===== src/hw/rtl/lbph_pkg.sv =====
// ----------------------------------------------------------------------------
// lbph_pkg
// Types and constants shared by the LBP histogram block.
// ----------------------------------------------------------------------------
package lbph_pkg;
    localparam int MAX_WIDTH  = 1024;
    localparam int MAX_HEIGHT = 1024;
    localparam int BIN_COUNT  = 256;
    localparam int COUNT_BITS = 22;
    localparam int COL_BITS   = $clog2(MAX_WIDTH);
    localparam int ROW_BITS   = $clog2(MAX_HEIGHT);
    localparam int BIN_BITS   = $clog2(BIN_COUNT);
    localparam int CFG_BITS   = 11;
    localparam int CFG_IDX_BITS = 2;
    localparam int QUEUE_DEPTH = 4;
    localparam int QUEUE_BITS  = $clog2(QUEUE_DEPTH);

    localparam logic [CFG_IDX_BITS-1:0] CFG_WIDTH  = 2'd0;
    localparam logic [CFG_IDX_BITS-1:0] CFG_HEIGHT = 2'd1;
    localparam logic [CFG_IDX_BITS-1:0] CFG_PLANES = 2'd2;

    localparam logic OP_PIXEL = 1'b0;
    localparam logic OP_READ  = 1'b1;

    localparam logic [COUNT_BITS-1:0] COUNT_MAX = {COUNT_BITS{1'b1}};

    typedef struct packed {
        logic       op;
        logic [7:0] pixel;
        logic [7:0] bin_index;
    } t_in_item;

    typedef struct packed {
        logic                  code_valid;
        logic [7:0]            lbp_code;
        logic [COUNT_BITS-1:0] bin_count;
        logic                  frame_done;
    } t_out_item;

    // Classified work handed from front to back.
    typedef struct packed {
        logic       op;
        logic       clear;
        logic       code_valid;
        logic [7:0] code;
        logic       frame_done;
        logic [7:0] bin_index;
    } t_job;
endpackage


===== src/hw/rtl/lbph_queue.sv =====
// ----------------------------------------------------------------------------
// lbph_queue
// Small FIFO of classified jobs between front and back.
// ----------------------------------------------------------------------------
module lbph_queue (
    input  logic           i_clk,
    input  logic           i_rst_n,
    input  logic           i_push,
    input  lbph_pkg::t_job i_job,
    input  logic           i_pop,
    output logic           o_valid,
    output lbph_pkg::t_job o_job,
    output logic [lbph_pkg::QUEUE_BITS:0] o_level
);
    import lbph_pkg::*;

    t_job r_mem [QUEUE_DEPTH];
    logic [QUEUE_BITS-1:0] r_wp, r_rp;
    logic [QUEUE_BITS:0]   r_cnt;

    always_ff @(posedge i_clk) begin
        if (!i_rst_n) begin
            r_wp <= '0;
            r_rp <= '0;
            r_cnt <= '0;
        end else begin
            if (i_push) r_wp <= r_wp + QUEUE_BITS'(1);
            if (i_pop)  r_rp <= r_rp + QUEUE_BITS'(1);
            r_cnt <= r_cnt + (QUEUE_BITS+1)'(i_push) - (QUEUE_BITS+1)'(i_pop);
        end
        if (i_push) r_mem[r_wp] <= i_job;
    end

    assign o_valid = (r_cnt != '0);
    assign o_job   = r_mem[r_rp];
    assign o_level = r_cnt;
endmodule


===== config.mk =====
export PLATFORM = sky130hd
export DESIGN_NAME = lbph_queue
export DESIGN_NICKNAME = d
export VERILOG_FILES = /design/src/hw/rtl/lbph_pkg.sv /design/src/hw/rtl/lbph_queue.sv
export SDC_FILE = /design/constraint.sdc
export NUM_CORES = 1
export LEC_CHECK = 0
export BUFFER_PORTS_ARGS = -buffer_cell sky130_fd_sc_hd__buf_4
export CAP_MARGIN = 20
export CORE_ASPECT_RATIO = 1.2
export CORE_MARGIN = 1.5
export CORE_UTILIZATION = 35
export CTS_BUF_LIST = sky130_fd_sc_hd__clkbuf_4 sky130_fd_sc_hd__clkbuf_8
export DETAILED_ROUTE_END_ITERATION = 6
export GPL_ROUTABILITY_DRIVEN = 0
export SYNTH_ARGS = -nofsm -noshare
export SYNTH_HDL_FRONTEND = slang
export SYNTH_SLANG_ARGS = --single-unit

===== constraint.sdc =====
create_clock -name i_clk -period 2.1 [get_ports i_clk]
set_clock_uncertainty 0.05 [all_clocks]
set_input_delay 0.315 -clock i_clk [delete_from_list [all_inputs] [get_ports i_clk]]
set_output_delay 0.315 -clock i_clk [all_outputs]
set_load 0.05 [all_outputs]

==> impl_metrics.ini <==
[final_layout]
drive_above_1_share_pct = 44.7
layout_commonest_cell = edfxtp_1
layout_common_cells = edfxtp_1 (80), buf_4 (56), mux4_2 (20), clkbuf_8 (10), dfxtp_1 (8)
final_nets = 243
fin_area_um2 = 4140
num-fill-cells = 803
area_growth_pct = 24.7
antenna_cells = 0
final_util_pct = 45.4

[power]
peakVddDrop_uv = 521
power_mw = 4.13
powerDensity_nw_per_um2 = 997
power.static_leakage_nw = 1.48

[hold_path]
min-delay-start = i_job[19]
hp-class = input port to flip-flop

[logic_synthesis]
syn_avg_cell_area_um2 = 22.8
synth.distinct_cells = 17
yosys_warnings = 0
synthCells = 146
syn-cell-area_um2 = 3320
synth_top_area_cell = edfxtp_1
synth_area_leaders = edfxtp_1 (72%), mux4_2 (14%), dfxtp_1 (5.4%), ha_1 (2.3%), and2_1 (1.1%)
yosysSeqAreaShare_pct = 77.7
synth_top_area_share_pct = 72.3
yosys_register_bits = 89
syn_nets = 177

[placed_design]
hpwl_mm = 3.47
portBuffers = 47
placed_area_um2 = 3890

[flow_run]
maxCapViolations = 0

[global_route]
grt_pass1_vias = 1635
grt_max_degree = 21
track_usage_pct = 11.9
grt_pass1_wl_mm = 8.50
grt_use_met1_pct = 13.6
met3_usage_pct = 4.43
grt.busiest_layer = met2
overflow = 0
use_met2_pct = 19.7
antenna_found_initial = 0

[sta]
setup_tns_ns = 0
tightestPinTransition_ns = 0.328
hold_slack_ns = 0.108
setup_viol = 0
min_period_ns = 2.03
maxSlewHeadroom_pct = 78.1
max_freq_mhz = 494
drv_slew = 0
rsz0062_at_grt = no
timing.final.hold_violations = 0
period_share_pct = 96.5

[detailed_routing]
drt_iter0_markers = 108
wire_per_inst_um = 16.2
antenna_left = 0
dr.pass1.iters = 2
num_vias = 1553
drt-vias-per-instance = 4.61
wl_mm = 5.45
drc = 0

[clock_network]
postCtsHoldBufs = 0
numClockSinks = 89
clock_latency_ns = 0.35
clkTransAtPathRegs_ns = 0.08
cts_tree = yes
cts_setup_buffers = 0
clk_path_buf_depth = 2
cts-root-buf = clkbuf_8
numCtsBuffers = 9
htreeDepth = 3

[critical_path]
critPathMaxFanout = 10
r2r-start = o_level[0]
cp.required_ns = 1.74
cp-start-kind = flip-flop
cp-end-kind = primary output
cp_data_arrival_time_ns = 1.66
critPathKind = flip-flop to primary output

[run_status]
status = finished clean

[floorplan]
die-area_um2 = 10100
rows = 38
die_width_um = 92.0
die_h_um = 110
coreArea_um2 = 9130
start_util_pct = 36.4
io_pins = 48
## synth_stat cells
cell type	number
nand3b_1	1
inv_1	7
mux4_2	20
xnor2_1	2
nor2_1	5
dfxtp_1	9
and2_1	6
fa_1	1
a21oi_1	1
edfxtp_1	80
xor3_1	1
ha_1	6
buf_6	2
mux2i_1	1
a21bo_2	1
or3_1	1
buf_2	2
## sequential cells by signal, indices dropped and copies added (netlist names), named ones only
signal / count
o_level: 3
r_mem: 80
r_rp: 2
r_wp: 2
## worst max-delay path: stages (launching register included)
cell       delay, ns
dfxtp_2         0.40
clkbuf_16       0.20
mux4_2          0.51
buf_4           0.21
## power by group
group	leakage, nW	internal (mW)	switching, mW
Sequential	0.810	2.03	0.0373
Clock	0.118	0.741	0.537
Combinational	0.549	0.306	0.479
Total	1.48	3.08	1.05
## through the flow
stage	worst slack, ns	cells
2_1_floorplan	0.00596	146
3_3_place_gp	0.251	320
3_5_place_dp	0.215	320
4_1_cts	0.00615	336
5_1_grt	0.00109	337
6_report	0.0741	337
## area by class of cell
| class | count | area (µm²) | share of cell area (%) |
|---|---|---|---|
| Clock buffer | 13 | 160 | 3.86 |
| Clock inverter | 3 | 65.1 | 1.57 |
| Inverter | 7 | 26.3 | 0.634 |
| Multi-Input combinational cell | 46 | 682 | 16.5 |
| Sequential cell | 89 | 2580 | 62.3 |
| Tap cell | 120 | 150 | 3.62 |
| Timing Repair Buffer | 59 | 477 | 11.5 |
## timing repair
action / in CTS / in global routing
endpoints found under the setup margin: 1 / 17
endpoints found under the hold margin: 0 / 0
resized for setup: 1 / 1
cloned: 0 / 1
## kinds of logic (layout without fill, tap and decap cells)
logic type | after synthesis | count (layout) | synth area share (%)
buffers and inverters | 11 | 82 | 1.77
flip-flops | 89 | 89 | 77.7
multiplexers | 21 | 21 | 13.9
XOR/XNOR | 3 | 3 | 1.24
AO/OA/AOI/OAI | 2 | 2 | 0.452
adder cells (fa/ha/maj) | 7 | 7 | 2.86
AND/OR/NAND/NOR | 13 | 13 | 2.11
## worst paths after layout
check	to	slack [ns]	depth (start not counted)
hold reg to reg	r_rp[1]	0.49	2
setup / recovery	o_job[2]	0.07	3
setup reg to reg	o_level[2]	0.29	7
hold / removal	r_mem[2][19]	0.11	1
## per-layer routing
metal | routed length [µm] | share of wire [%]
met5 | 0 | 0
met2 | 2830 | 52
met4 | 99 | 1.8
met1 | 2270 | 42
met3 | 252 | 4.6
Note: power is estimated with default switching activity, not from simulation.
